--- src/rtl/core/swm_pkg.sv ---
// Shared types and constants of the sliding-window median filter.
// Depends on nothing; every other file of the block refers to it by scoped names.

package swm_pkg;

  localparam int SAMPLE_W   = 16;
  localparam int CHANNELS   = 4;
  localparam int WINDOW_DEF = 10;
  localparam int READY_MIN  = 3;

  typedef logic signed [SAMPLE_W-1:0] sample_t;

  typedef enum logic [2:0] {
    S_IDLE,
    S_READ,
    S_WAIT,
    S_SHIFT,
    S_DONE
  } state_t;

  // Commands from the sequencer to every channel's sorting row.
  typedef struct packed {
    logic clear;
    logic insert;
    logic shift;
  } sort_ctrl_t;

endpackage

--- src/rtl/core/swm_if.sv ---
// Handshake interfaces of the median filter: the sample channel and the result channel.
// Depends on swm_pkg for the sample type.

interface swm_in_if;
  logic            valid;
  logic            ready;
  swm_pkg::sample_t sample_a;
  swm_pkg::sample_t sample_b;
  swm_pkg::sample_t sample_c;
  swm_pkg::sample_t sample_d;

  modport source (output valid, output sample_a, output sample_b, output sample_c,
                  output sample_d, input ready);
  modport sink   (input valid, input sample_a, input sample_b, input sample_c,
                  input sample_d, output ready);
endinterface

interface swm_out_if;
  logic            valid;
  logic            ready;
  swm_pkg::sample_t median_a;
  swm_pkg::sample_t median_b;
  swm_pkg::sample_t median_c;
  swm_pkg::sample_t median_d;
  logic            ready_res;

  modport source (output valid, output median_a, output median_b, output median_c,
                  output median_d, output ready_res, input ready);
  modport sink   (input valid, input median_a, input median_b, input median_c,
                  input median_d, input ready_res, output ready);
endinterface

--- src/rtl/core/swm_window_ram.sv ---
// Window store: one row per ring slot, all channels side by side in a row.
// Synchronous write, registered read. Depends on swm_pkg.

module swm_window_ram #(
  parameter int DEPTH = swm_pkg::WINDOW_DEF,
  parameter int WIDTH = swm_pkg::SAMPLE_W * swm_pkg::CHANNELS
) (
  input  logic                     clk,
  input  logic                     we,
  input  logic [$clog2(DEPTH)-1:0] waddr,
  input  logic [WIDTH-1:0]         wdata,
  input  logic                     re,
  input  logic [$clog2(DEPTH)-1:0] raddr,
  output logic [WIDTH-1:0]         rdata
);

  logic [WIDTH-1:0] mem [DEPTH];

  always_ff @(posedge clk) begin
    if (we) begin
      mem[waddr] <= wdata;
    end
  end

  always_ff @(posedge clk) begin
    if (re) begin
      rdata <= mem[raddr];
    end
  end

endmodule

--- src/rtl/core/swm_sorter.sv ---
// Sorting row of one channel: samples are inserted one per cycle into an ascending row.
// Shifting the row down moves the middle values to the two lowest positions. Depends on swm_pkg.

module swm_sorter #(
  parameter int DEPTH = swm_pkg::WINDOW_DEF
) (
  input  logic                clk,
  input  logic                rst_n,
  input  swm_pkg::sort_ctrl_t ctrl,
  input  swm_pkg::sample_t    din,
  output swm_pkg::sample_t    lo,
  output swm_pkg::sample_t    hi
);

  swm_pkg::sample_t val_r   [DEPTH];
  swm_pkg::sample_t val_nxt [DEPTH];
  logic [DEPTH-1:0] vld_r;
  logic [DEPTH-1:0] vld_nxt;
  logic [DEPTH-1:0] gt;

  // Empty positions count as greater, so gt is zeros followed by ones.
  for (genvar k = 0; k < DEPTH; k++) begin : g_pos
    assign gt[k] = !vld_r[k] || (val_r[k] > din);

    if (k == 0) begin : g_first
      always_comb begin
        if (ctrl.insert) begin
          val_nxt[k] = gt[k] ? din : val_r[k];
        end else if (ctrl.shift) begin
          val_nxt[k] = val_r[k+1];
        end else begin
          val_nxt[k] = val_r[k];
        end
      end
      assign vld_nxt[k] = ctrl.clear ? 1'b0 : (ctrl.insert ? 1'b1 : vld_r[k]);
    end else begin : g_rest
      always_comb begin
        if (ctrl.insert) begin
          if (gt[k]) begin
            val_nxt[k] = gt[k-1] ? val_r[k-1] : din;
          end else begin
            val_nxt[k] = val_r[k];
          end
        end else if (ctrl.shift) begin
          val_nxt[k] = (k == DEPTH - 1) ? val_r[k] : val_r[(k + 1) % DEPTH];
        end else begin
          val_nxt[k] = val_r[k];
        end
      end
      assign vld_nxt[k] = ctrl.clear ? 1'b0 :
                          (ctrl.insert ? (vld_r[k] | vld_r[k-1]) : vld_r[k]);
    end

    always_ff @(posedge clk) begin
      val_r[k] <= val_nxt[k];
    end
  end

  always_ff @(posedge clk) begin
    if (!rst_n) begin
      vld_r <= '0;
    end else begin
      vld_r <= vld_nxt;
    end
  end

  assign lo = val_r[0];
  assign hi = val_r[1];

endmodule

--- src/rtl/core/sliding_window_median_filter.sv ---
// Top level of the sliding-window median filter: sequencer, ring counters and result register.
// Depends on swm_pkg, swm_if, swm_window_ram and swm_sorter.
//
//   channel  direction  payload                                   transfer when
//   in_ch    sink       sample_a..sample_d, 16 bit signed         valid && ready
//   out_ch   source     median_a..median_d, ready_res             valid && ready
//
// An item's samples are read back from the window store, one row per cycle from its single
// read port, inserted into the sorting rows and shifted down before the result is loaded.
// Reset clears the state, the ring counters, the sorting rows' valid bits and the result valid flag.
// A finished result waits in the output register while the next item is taken in;
// the sequencer holds only if that register is still full when the next result is done.

module sliding_window_median_filter #(
  parameter int WINDOW = swm_pkg::WINDOW_DEF
) (
  input  logic           clk,
  input  logic           rst_n,
  swm_in_if.sink         in_ch,
  swm_out_if.source      out_ch
);

  localparam int AW  = $clog2(WINDOW);
  localparam int CW  = $clog2(WINDOW + 1);
  localparam int SW  = swm_pkg::SAMPLE_W;
  localparam int NCH = swm_pkg::CHANNELS;

  swm_pkg::state_t state_r, state_nxt;

  logic [CW-1:0] fill_r, fill_nxt;
  logic [AW-1:0] oldest_r, oldest_nxt;
  logic [CW-1:0] n_r, n_nxt;
  logic [AW-1:0] rd_idx_r, rd_idx_nxt;
  logic [CW-1:0] shift_r, shift_nxt;
  logic          rvalid_r;

  logic          in_xfer;
  logic          rd_last;
  logic          load_out;
  logic          mem_re;
  logic [AW-1:0] slot;
  logic [SW*NCH-1:0] wdata;
  logic [SW*NCH-1:0] rdata;
  swm_pkg::sort_ctrl_t sctrl;

  swm_pkg::sample_t lo [NCH];
  swm_pkg::sample_t hi [NCH];
  swm_pkg::sample_t med [NCH];
  swm_pkg::sample_t med_r [NCH];
  logic             ready_res_r;
  logic             out_valid_r;
  logic             have3;

  assign in_xfer = in_ch.valid && in_ch.ready;
  assign rd_last = (CW'(rd_idx_r) == n_r - CW'(1));
  assign have3   = (n_r >= CW'(swm_pkg::READY_MIN));
  assign wdata   = {in_ch.sample_d, in_ch.sample_c, in_ch.sample_b, in_ch.sample_a};

  // While filling, the oldest slot stays at zero, so the new slot is the fill count.
  assign slot = (fill_r < CW'(WINDOW)) ? fill_r[AW-1:0] : oldest_r;

  // Next state.
  always_comb begin
    state_nxt = state_r;
    case (state_r)
      swm_pkg::S_IDLE:  if (in_ch.valid) state_nxt = swm_pkg::S_READ;
      swm_pkg::S_READ:  if (rd_last) state_nxt = swm_pkg::S_WAIT;
      swm_pkg::S_WAIT:  state_nxt = swm_pkg::S_SHIFT;
      swm_pkg::S_SHIFT: if (shift_r == '0) state_nxt = swm_pkg::S_DONE;
      swm_pkg::S_DONE:  if (load_out) state_nxt = swm_pkg::S_IDLE;
      default:          state_nxt = swm_pkg::S_IDLE;
    endcase
  end

  // Control outputs of the sequencer.
  always_comb begin
    in_ch.ready  = 1'b0;
    mem_re       = 1'b0;
    sctrl        = '0;
    load_out     = 1'b0;
    sctrl.insert = rvalid_r;
    case (state_r)
      swm_pkg::S_IDLE: begin
        in_ch.ready = 1'b1;
        sctrl.clear = in_ch.valid;
      end
      swm_pkg::S_READ:  mem_re = 1'b1;
      swm_pkg::S_WAIT:  ;
      swm_pkg::S_SHIFT: sctrl.shift = (shift_r != '0);
      swm_pkg::S_DONE:  load_out = !out_valid_r || out_ch.ready;
      default:          ;
    endcase
  end

  // Ring counters and sequencing counters.
  always_comb begin
    fill_nxt   = fill_r;
    oldest_nxt = oldest_r;
    n_nxt      = n_r;
    rd_idx_nxt = rd_idx_r;
    shift_nxt  = shift_r;
    if (in_xfer) begin
      if (fill_r < CW'(WINDOW)) begin
        fill_nxt = fill_r + CW'(1);
        n_nxt    = fill_r + CW'(1);
      end else begin
        oldest_nxt = (oldest_r == AW'(WINDOW - 1)) ? '0 : oldest_r + AW'(1);
        n_nxt      = fill_r;
      end
      rd_idx_nxt = '0;
    end
    if (mem_re) begin
      rd_idx_nxt = rd_idx_r + AW'(1);
    end
    // Dropping the lowest (n-1)/2 values leaves the middle pair at the bottom.
    if (state_r == swm_pkg::S_WAIT) begin
      shift_nxt = (n_r - CW'(1)) >> 1;
    end else if (sctrl.shift) begin
      shift_nxt = shift_r - CW'(1);
    end
  end

  always_ff @(posedge clk) begin
    if (!rst_n) begin
      state_r     <= swm_pkg::S_IDLE;
      fill_r      <= '0;
      oldest_r    <= '0;
      rvalid_r    <= 1'b0;
      out_valid_r <= 1'b0;
    end else begin
      state_r  <= state_nxt;
      fill_r   <= fill_nxt;
      oldest_r <= oldest_nxt;
      rvalid_r <= mem_re;
      if (load_out) begin
        out_valid_r <= 1'b1;
      end else if (out_ch.ready) begin
        out_valid_r <= 1'b0;
      end
    end
  end

  always_ff @(posedge clk) begin
    n_r      <= n_nxt;
    rd_idx_r <= rd_idx_nxt;
    shift_r  <= shift_nxt;
  end

  swm_window_ram #(
    .DEPTH (WINDOW),
    .WIDTH (SW * NCH)
  ) u_ram (
    .clk   (clk),
    .we    (in_xfer),
    .waddr (slot),
    .wdata (wdata),
    .re    (mem_re),
    .raddr (rd_idx_r),
    .rdata (rdata)
  );

  for (genvar c = 0; c < NCH; c++) begin : g_ch
    logic signed [SW:0] sum;

    swm_sorter #(
      .DEPTH (WINDOW)
    ) u_sorter (
      .clk   (clk),
      .rst_n (rst_n),
      .ctrl  (sctrl),
      .din   (rdata[c*SW +: SW]),
      .lo    (lo[c]),
      .hi    (hi[c])
    );

    // Even count: floor of the mean, taken from the 17-bit sum.
    assign sum = {lo[c][SW-1], lo[c]} + {hi[c][SW-1], hi[c]};

    always_comb begin
      if (!have3) begin
        med[c] = '0;
      end else if (n_r[0]) begin
        med[c] = lo[c];
      end else begin
        med[c] = sum[SW:1];
      end
    end

    always_ff @(posedge clk) begin
      if (load_out) begin
        med_r[c] <= med[c];
      end
    end
  end

  always_ff @(posedge clk) begin
    if (load_out) begin
      ready_res_r <= have3;
    end
  end

  assign out_ch.valid     = out_valid_r;
  assign out_ch.median_a  = med_r[0];
  assign out_ch.median_b  = med_r[1];
  assign out_ch.median_c  = med_r[2];
  assign out_ch.median_d  = med_r[3];
  assign out_ch.ready_res = ready_res_r;

endmodule

--- src/flat_wrapper.sv ---
// flat-port wrapper written by rule: the top's interface ports become plain ports
module sliding_window_median_filter_flat 
#(
  parameter int WINDOW = swm_pkg::WINDOW_DEF
)
  (clk, rst_n, in_ch_valid, in_ch_sample_a, in_ch_sample_b, in_ch_sample_c, in_ch_sample_d, in_ch_ready, out_ch_valid, out_ch_median_a, out_ch_median_b, out_ch_median_c, out_ch_median_d, out_ch_ready_res, out_ch_ready);
  swm_in_if in_ch_i ();
  swm_out_if out_ch_i ();
  input  logic clk;
  input  logic rst_n;
  input wire logic [$bits(in_ch_i.valid)-1:0] in_ch_valid;
  input wire logic [$bits(in_ch_i.sample_a)-1:0] in_ch_sample_a;
  input wire logic [$bits(in_ch_i.sample_b)-1:0] in_ch_sample_b;
  input wire logic [$bits(in_ch_i.sample_c)-1:0] in_ch_sample_c;
  input wire logic [$bits(in_ch_i.sample_d)-1:0] in_ch_sample_d;
  output wire logic [$bits(in_ch_i.ready)-1:0] in_ch_ready;
  output wire logic [$bits(out_ch_i.valid)-1:0] out_ch_valid;
  output wire logic [$bits(out_ch_i.median_a)-1:0] out_ch_median_a;
  output wire logic [$bits(out_ch_i.median_b)-1:0] out_ch_median_b;
  output wire logic [$bits(out_ch_i.median_c)-1:0] out_ch_median_c;
  output wire logic [$bits(out_ch_i.median_d)-1:0] out_ch_median_d;
  output wire logic [$bits(out_ch_i.ready_res)-1:0] out_ch_ready_res;
  input wire logic [$bits(out_ch_i.ready)-1:0] out_ch_ready;
  assign in_ch_i.valid = in_ch_valid;
  assign in_ch_i.sample_a = in_ch_sample_a;
  assign in_ch_i.sample_b = in_ch_sample_b;
  assign in_ch_i.sample_c = in_ch_sample_c;
  assign in_ch_i.sample_d = in_ch_sample_d;
  assign in_ch_ready = in_ch_i.ready;
  assign out_ch_valid = out_ch_i.valid;
  assign out_ch_median_a = out_ch_i.median_a;
  assign out_ch_median_b = out_ch_i.median_b;
  assign out_ch_median_c = out_ch_i.median_c;
  assign out_ch_median_d = out_ch_i.median_d;
  assign out_ch_ready_res = out_ch_i.ready_res;
  assign out_ch_i.ready = out_ch_ready;
  sliding_window_median_filter #(.WINDOW(WINDOW)) u_core (.clk(clk), .rst_n(rst_n), .in_ch(in_ch_i), .out_ch(out_ch_i));
endmodule
--- config.mk ---
export PLATFORM = sky130hd
export DESIGN_NAME = sliding_window_median_filter_flat
export DESIGN_NICKNAME = d
export VERILOG_FILES = /design/src/rtl/core/swm_pkg.sv /design/src/rtl/core/swm_if.sv /design/src/rtl/core/swm_window_ram.sv /design/src/rtl/core/swm_sorter.sv /design/src/rtl/core/sliding_window_median_filter.sv /design/src/flat_wrapper.sv
export SDC_FILE = /design/constraint.sdc
export NUM_CORES = 2
export LEC_CHECK = 0
export BUFFER_PORTS_ARGS = -buffer_cell sky130_fd_sc_hd__buf_2
export CELL_PAD_IN_SITES_DETAIL_PLACEMENT = 1
export CELL_PAD_IN_SITES_GLOBAL_PLACEMENT = 1
export CORE_MARGIN = 2
export CORE_UTILIZATION = 25
export CTS_BUF_LIST = sky130_fd_sc_hd__clkbuf_8 sky130_fd_sc_hd__clkbuf_16
export CTS_CLUSTER_SIZE = 10
export DETAILED_ROUTE_END_ITERATION = 10
export GPL_TIMING_DRIVEN = 0
export PLACE_DENSITY = 0.54
export SYNTH_ARGS = -nofsm -noshare
export SYNTH_HDL_FRONTEND = slang
export SYNTH_SLANG_ARGS = --single-unit
export TNS_END_PERCENT = 20
--- constraint.sdc ---
create_clock -name clk -period 5.4 [get_ports clk]
set_input_delay 0.81 -clock clk [delete_from_list [all_inputs] [get_ports clk]]
set_output_delay 0.81 -clock clk [all_outputs]
set_load 0.05 [all_outputs]
======== Word level (Yosys, flattened, before mapping) ========
Memory sizes are Yosys's and may differ from the RTL's. A register that Yosys moved wholly into a read port is not among the register bits.
Index checks and enable logic that the tools add are counted.
word-level totals
  logic and storage cells ................. 394
  memories kept ........................... 6
  output and inout port bits .............. 67
  memory bits (writable) .................. 1344
  register bits ........................... 66
cells by class
  mux-type cells .......................... 183
  magnitude comparators ................... 42
  reductions and logical operators ........ 92
  eq/ne operators ......................... 10
  bitwise logic cells ..................... 38
  $add $sub $neg .......................... 9
memories
  memory                         words  width  rd ports  clocked after memory_dff  wr ports  line                                text
  u_core.u_ram.mem               10     64     1         1                         1         swm_window_ram.sv:17                logic [WIDTH-1:0] mem [DEPTH];
  u_core.g_ch[0].u_sorter.val_r  10     16     10        0                         10        swm_sorter.sv:15                    swm_pkg::sample_t val_r [DEPTH];
  u_core.g_ch[1].u_sorter.val_r  10     16     10        0                         10        swm_sorter.sv:15
  u_core.g_ch[2].u_sorter.val_r  10     16     10        0                         10        swm_sorter.sv:15
  u_core.g_ch[3].u_sorter.val_r  10     16     10        0                         10        swm_sorter.sv:15
  u_core.med_r                   4      16     4         0                         4         sliding_window_median_filter.sv:49  swm_pkg::sample_t med_r [NCH];
operators with widths
  cell                                                    count
  2-to-1 mux 16 bit                                       160
  > comparator 16 bit                                     40
  adder 16 x 16 -> 17 bit                                 4
  logical NOT 1 bit                                       41
  logical OR 1 bit                                        41
  bitwise OR 1 bit                                        36
  2-to-1 mux 4 bit                                        5
  2-to-1 mux 3 bit                                        6
  one-hot mux 3 bit (5 select lines)                      1
  adder 4 x 1 -> 4 bit (second input constant)            3
  2-to-1 mux 1 bit                                        11
  subtractor 4 x 1 -> 4 bit (second input constant)       2
  == test 3 x 2 -> 1 bit (second input constant)          2
  inequality test 2 x 1 -> 1 bit (second input constant)  3
  nonzero test 2 bit                                      3
  == test 4 bit                                           1
  == test 4 bit (second input constant)                   1
  >= comparator 4 x 2 -> 1 bit (second input constant)    1
  logical NOT 4 bit                                       1
  less-than comparator 4 bit (second input constant)      1
  AND reduction 4 bit                                     1
  nonzero test 4 bit                                      1
  == test 3 x 1 -> 1 bit (second input constant)          1
  == test 3 bit (second input constant)                   1
  6 further kinds                                         7

======== Depth between registers and ports, before layout ========
An unclocked memory read counts as a cell.
  depth after elaboration ................. 6
  depth in mapped cells ................... 12
  mapped depth without buffers ............ 10

======== Cells and area by module ========
A second synthesis with hierarchy kept.
unflattened totals
  cells, all modules ...................... 7203
  area, all modules ....................... 83978.0 µm²
modules (own cells, without submodules)
  module                                    seq. area each (µm²)  cells each  area an instance (µm²)  times used
  swm_window_ram                            21140.3               1376        27204.8                 1
  swm_sorter (u_core.g_ch[1].u_sorter ...)  5004.8                1225        12259.3                 2
  swm_sorter (u_core.g_ch[3].u_sorter)      5004.8                1402        13460.4                 1
  swm_sorter (u_core.g_ch[0].u_sorter)      5004.8                1237        12016.5                 1
  sliding_window_median_filter              2562.5                738         6777.8                  1

======== Least setup slack after synthesis ========
OpenSTA, ideal clock, no wires.
  kind .................................... register to register
  from .................................... register u_core.state_r[2]
  to ...................................... memory u_core.u_ram.mem[9][0] (netlist bit) (enable)
  clock period less this slack ............ 5.598 ns
  setup time .............................. 0.487 ns
  stages on the path, launching flop included .. 7
  arrival time ............................ 5.111 ns
  path slack .............................. -0.198 ns
  buffers on the path ..................... 1
  required time ........................... 4.913 ns
  path through ............................ dfxtp_1 -> clkbuf_1 -> nor3_1 -> nand2_1 -> inv_1 -> o211ai_1 -> nor2_1
between the ends
  word-level cells in the longest chain between the ends .. 5
ends and longest elaborated chain
  item                                    line                                 text
  start, declared                         sliding_window_median_filter.sv:28   swm_pkg::state_t state_r, state_nxt;
  start signal, assigned                  sliding_window_median_filter.sv:125  state_r <= swm_pkg::S_IDLE;
  start signal, assigned                  sliding_window_median_filter.sv:131  state_r <= state_nxt;
  logical NOT 3 bit                       sliding_window_median_filter.sv:82   case (state_r)
  2-to-1 mux 1 bit                        sliding_window_median_filter.sv:82
  named net in_ch_ready                   flat_wrapper.sv:16                   output wire logic [$bits(in_ch_i.ready)-1:0] in_ch_ready;
  logical AND 1 bit                       sliding_window_median_filter.sv:54   assign in_xfer = in_ch.valid && in_ch.ready;
  2-to-1 mux 1 bit                        swm_window_ram.sv:20                 if (we) begin
  2-to-1 mux 1 bit (not written as such)  swm_window_ram.sv:21                 mem[waddr] <= wdata;
  end, declared                           swm_window_ram.sv:17
The timed path passes the listed nets, and every way through them passes these cells.

==> flow_summary.toml <==
[yosys]
synth_top_area_cell = "edfxtp_1"
syn_inst = 6540
synth-main-ff-cell = "edfxtp_1"
ys_seq_area_frac = 0.538
yosysWarnings = 0
synth_area_per_cell_um2 = 12.4
async_flop_share = 0
ys_top_cells_by_area = "edfxtp_1 (53%), ha_1 (11%), mux2i_1 (6.8%)"
ys_types = 84
synth_nets = 7317
synth_area_mm2 = 0.0812
synth_top_area_share = 0.525
ys_seq_elements = 1471
synth_edf_count = 1420

[sta]
final-max-slew-violation-count = 0
rsz0062_at_grt = "no"
fmaxAchievable_mhz = 196
slew_headroom = 0.0778
postLayoutSetupSlackWorst_ns = 0.293
skew_ns = 0.0847
hold_ws_ns = 0.230
hold_viol = 0
setup_violations = 0
min_period_ns = 5.11
period_share = 0.946
worstMarginPinSlew_ns = 1.38

[pwr]
p_per_area_mw_per_mm2 = 382
netSwitchingFraction = 0.341
irDropWorstVdd_mv = 0.271
comb_power_share = 0.267
p_seq_frac = 0.407
p_clk_frac = 0.326
switching_power_uw = 12200
total_power_uw = 35800
leakagePower_uw = 0.0366
internal-power_uw = 23600

[route]
ant_nets = 0
via_count = 55900
drt_wl_total_um = 295000
first_pass_iters = 5
drc = 0
drtIter0Drc = 3698
via_per_inst = 4.93
post_drt_wl_per_cell_um = 26.0

[setup_path]
path_max_fanout = 16
cp_slowest_cell = "edfxtp_1"
r2r_setup_slack_ns = 0.29
end_kind = "register"
path_buf_inv = 2
path_cells = "inv_1 -> ha_1 -> nor2b_1 -> o211ai_1 -> a21oi_1 -> o31ai_1 -> o21ai_0 -> a31oi_2 -> clkbuf_1 -> nand2_1"
cp-start-kind = "register"
critPathMaxStageDelay_ns = 0.99
critical_path_class = "register to register"
path_delay_family = "buffers and inverters"
worstPathArrival_ns = 5.50
r2r_start = "u_core.u_ram.rdata[1]$_DFFE_PP_"
crit_end = "u_core.g_ch[0].u_sorter.val_r[3][1]$_DFFE_PP_"
rr_worst_depth = 10
rr_endpoint = "u_core.g_ch[0].u_sorter.val_r[3][1]$_DFFE_PP_"
worstSetupStartpoint = "u_core.u_ram.rdata[1]$_DFFE_PP_"
worstSetupPathDepth = 10
cp_data_required_time_ns = 5.79

[run]
max_cap_violations = 0

[final_layout]
fillers = 35700
final_cell_mix = "edfxtp_1 (1420), a21oi_1 (889), ha_1 (705)"
area_growth_pct = 15.6
drive_above_1_share = 0.126
final_area_mm2 = 0.0938
final_common_cell = "edfxtp_1"
nets = 7679
stdcell_count = 11300

[clocking]
clock_sinks = 1471
postCtsSetupRepairBufs = 0
hold_buffers = 0
clkLatencyLatePin_ns = 0.89
cts_buffer_depth = 4
cts_tree = "built"
cts_buffers = 187
cts_max_level = 4
clkSlewWorstSetupHoldPaths_ns = 0.06
root_buffer = "clkbuf_16"

[floorplan]
die_w_um = 574
die_h_um = 574
fp-row-count = 209
start_util = 0.251
pin_count = 135
dieArea_mm2 = 0.329
core_area_mm2 = 0.324

[place]
placed_area_mm2 = 0.0883
dp_cells = 11000
dp_worst_setup_slack_ns = -0.166
place_hpwl_um = 227000
gp_routability_congestion = 0.880
io_buffers = 134

[grt]
grt_start_max_net_pins = 55
grt_overflow = 0
antenna_found_initial = 35
groute.usage.overall = 0.174
grt_pass1_wl_um = 425000
grt_pass1_vias = 59800

[hold_path]
holdCritPathClass = "input port to register"

[status]
status = "finished, final reports clean"
timing repair:
action / CTS / global route
resized for setup: 3 / 15
hold endpoints to repair: 0 / 0
setup endpoints to repair: 112 / 187
worst min-delay path by stage:
stage | start | end | slack [ns] | depth (start not counted)
2_1_floorplan | u_core.g_ch[3].u_sorter.vld_r[9]$_SDFFE_PP0P_ | u_core.g_ch[3].u_sorter.vld_r[9]$_SDFFE_PP0P_ | 0.44 | 2
5_1_grt | in_ch_sample_a[0] | u_core.u_ram.mem[2][0]$_DFFE_PP_ | 0.21 | 1
6_report | in_ch_sample_a[2] | u_core.u_ram.mem[2][2]$_DFFE_PP_ | 0.23 | 1
3_3_place_gp | u_core.g_ch[3].u_sorter.vld_r[9]$_SDFFE_PP0P_ | u_core.g_ch[3].u_sorter.vld_r[9]$_SDFFE_PP0P_ | 0.46 | 2
3_5_place_dp | u_core.g_ch[1].u_sorter.vld_r[1]$_SDFFE_PP0P_ | u_core.g_ch[1].u_sorter.vld_r[1]$_SDFFE_PP0P_ | 0.49 | 2
4_1_cts | in_ch_sample_a[10] | u_core.u_ram.mem[2][10]$_DFFE_PP_ | 0.17 | 1
power by group through the flow:
stage / registers [uW] / clock network (uW) / logic (uW)
after global placement: 14800 / 0 / 9240
after CTS: 14600 / 12000 / 9680
after detailed placement: 14800 / 0 / 9650
after global routing: 14600 / 12400 / 10600
after floorplan: 14300 / 0 / 5980
final: 14600 / 11700 / 9580
flip-flops by register name, summed over array words and instances, names as in the netlist:
name	cells
u_core.n_r	4
u_core.shift_r	4
u_core.u_ram.rdata	64
u_core.rd_idx_r	4
u_core.u_ram.mem	640
u_core.med_r	64
u_core.g_ch.u_sorter.val_r	640
u_core.state_r	3
u_core.fill_r	4
u_core.out_ch.ready_res	1
u_core.g_ch.u_sorter.vld_r	37
u_core.out_ch.valid	1
u_core.rvalid_r	1
u_core.oldest_r	4
routing by layer:
layer,routed length (um),up-vias,GRT usage
li1,-,25700,-
met2,142000,1163,0.300
met3,11800,439,0.0216
met1,130000,28600,0.225
met4,10600,32,0.0595
met5,195,-,0
synth_stat cells (20+ instances only):
cell,n
a211oi_1,83
a21o_1,125
a21oi_1,890
a31oi_1,33
and4_1,30
and4b_1,23
buf_2,49
buf_4,49
buf_6,20
clkbuf_1,200
dfxtp_1,51
edfxtp_1,1420
ha_1,705
inv_1,220
mux2_2,107
mux2i_1,554
mux4_2,128
nand2_1,229
nand2b_1,63
nand3_1,95
nand4_1,84
nor2_1,646
nor2b_1,93
nor3_1,30
nor4_1,27
o21ai_0,163
o22ai_1,27
o31ai_1,26
xnor2_1,25
xor2_1,29
final cells by class:
class | count | area [um2] | share of cell area
buffer | 363 | 2010 | 0.0214
clock buffer | 199 | 4890 | 0.0521
multi-input combinational | 4482 | 34900 | 0.372
timing repair buffer | 175 | 1510 | 0.0161
antenna | 5 | 12.5 | 0.000133
tap | 4325 | 5410 | 0.0577
inverter | 222 | 836 | 0.00891
clock inverter | 100 | 631 | 0.00672
sequential | 1471 | 43700 | 0.465
through the flow:
stage / util / TNS, ns
6_report: 0.290 / 0
5_1_grt: 0.290 / 0
4_1_cts: 0.290 / 0
3_5_place_dp: 0.273 / -7.59
3_3_place_gp: 0.270 / -1918.66
2_1_floorplan: - / -119.48
worst reg2reg max path: cells and delay by family (launching register included):
family | cells | cell delay [ns]
buf+inv | 2 | 1.22
compound gates | 5 | 1.14
flops | 1 | 0.99
simple gates | 2 | 0.76
fa+ha+maj | 1 | 0.51
logic make-up after synthesis:
family / share of synthesized area
multiplexers: 0.122
buffers and inverters: 0.0348
flip-flops: 0.538
XOR/XNOR: 0.00583
AND/OR/NAND/NOR: 0.0837
AO/OA/AOI/OAI: 0.106
adder cells (fa/ha/maj): 0.110
Note: power is estimated with default switching activity, not from simulation.
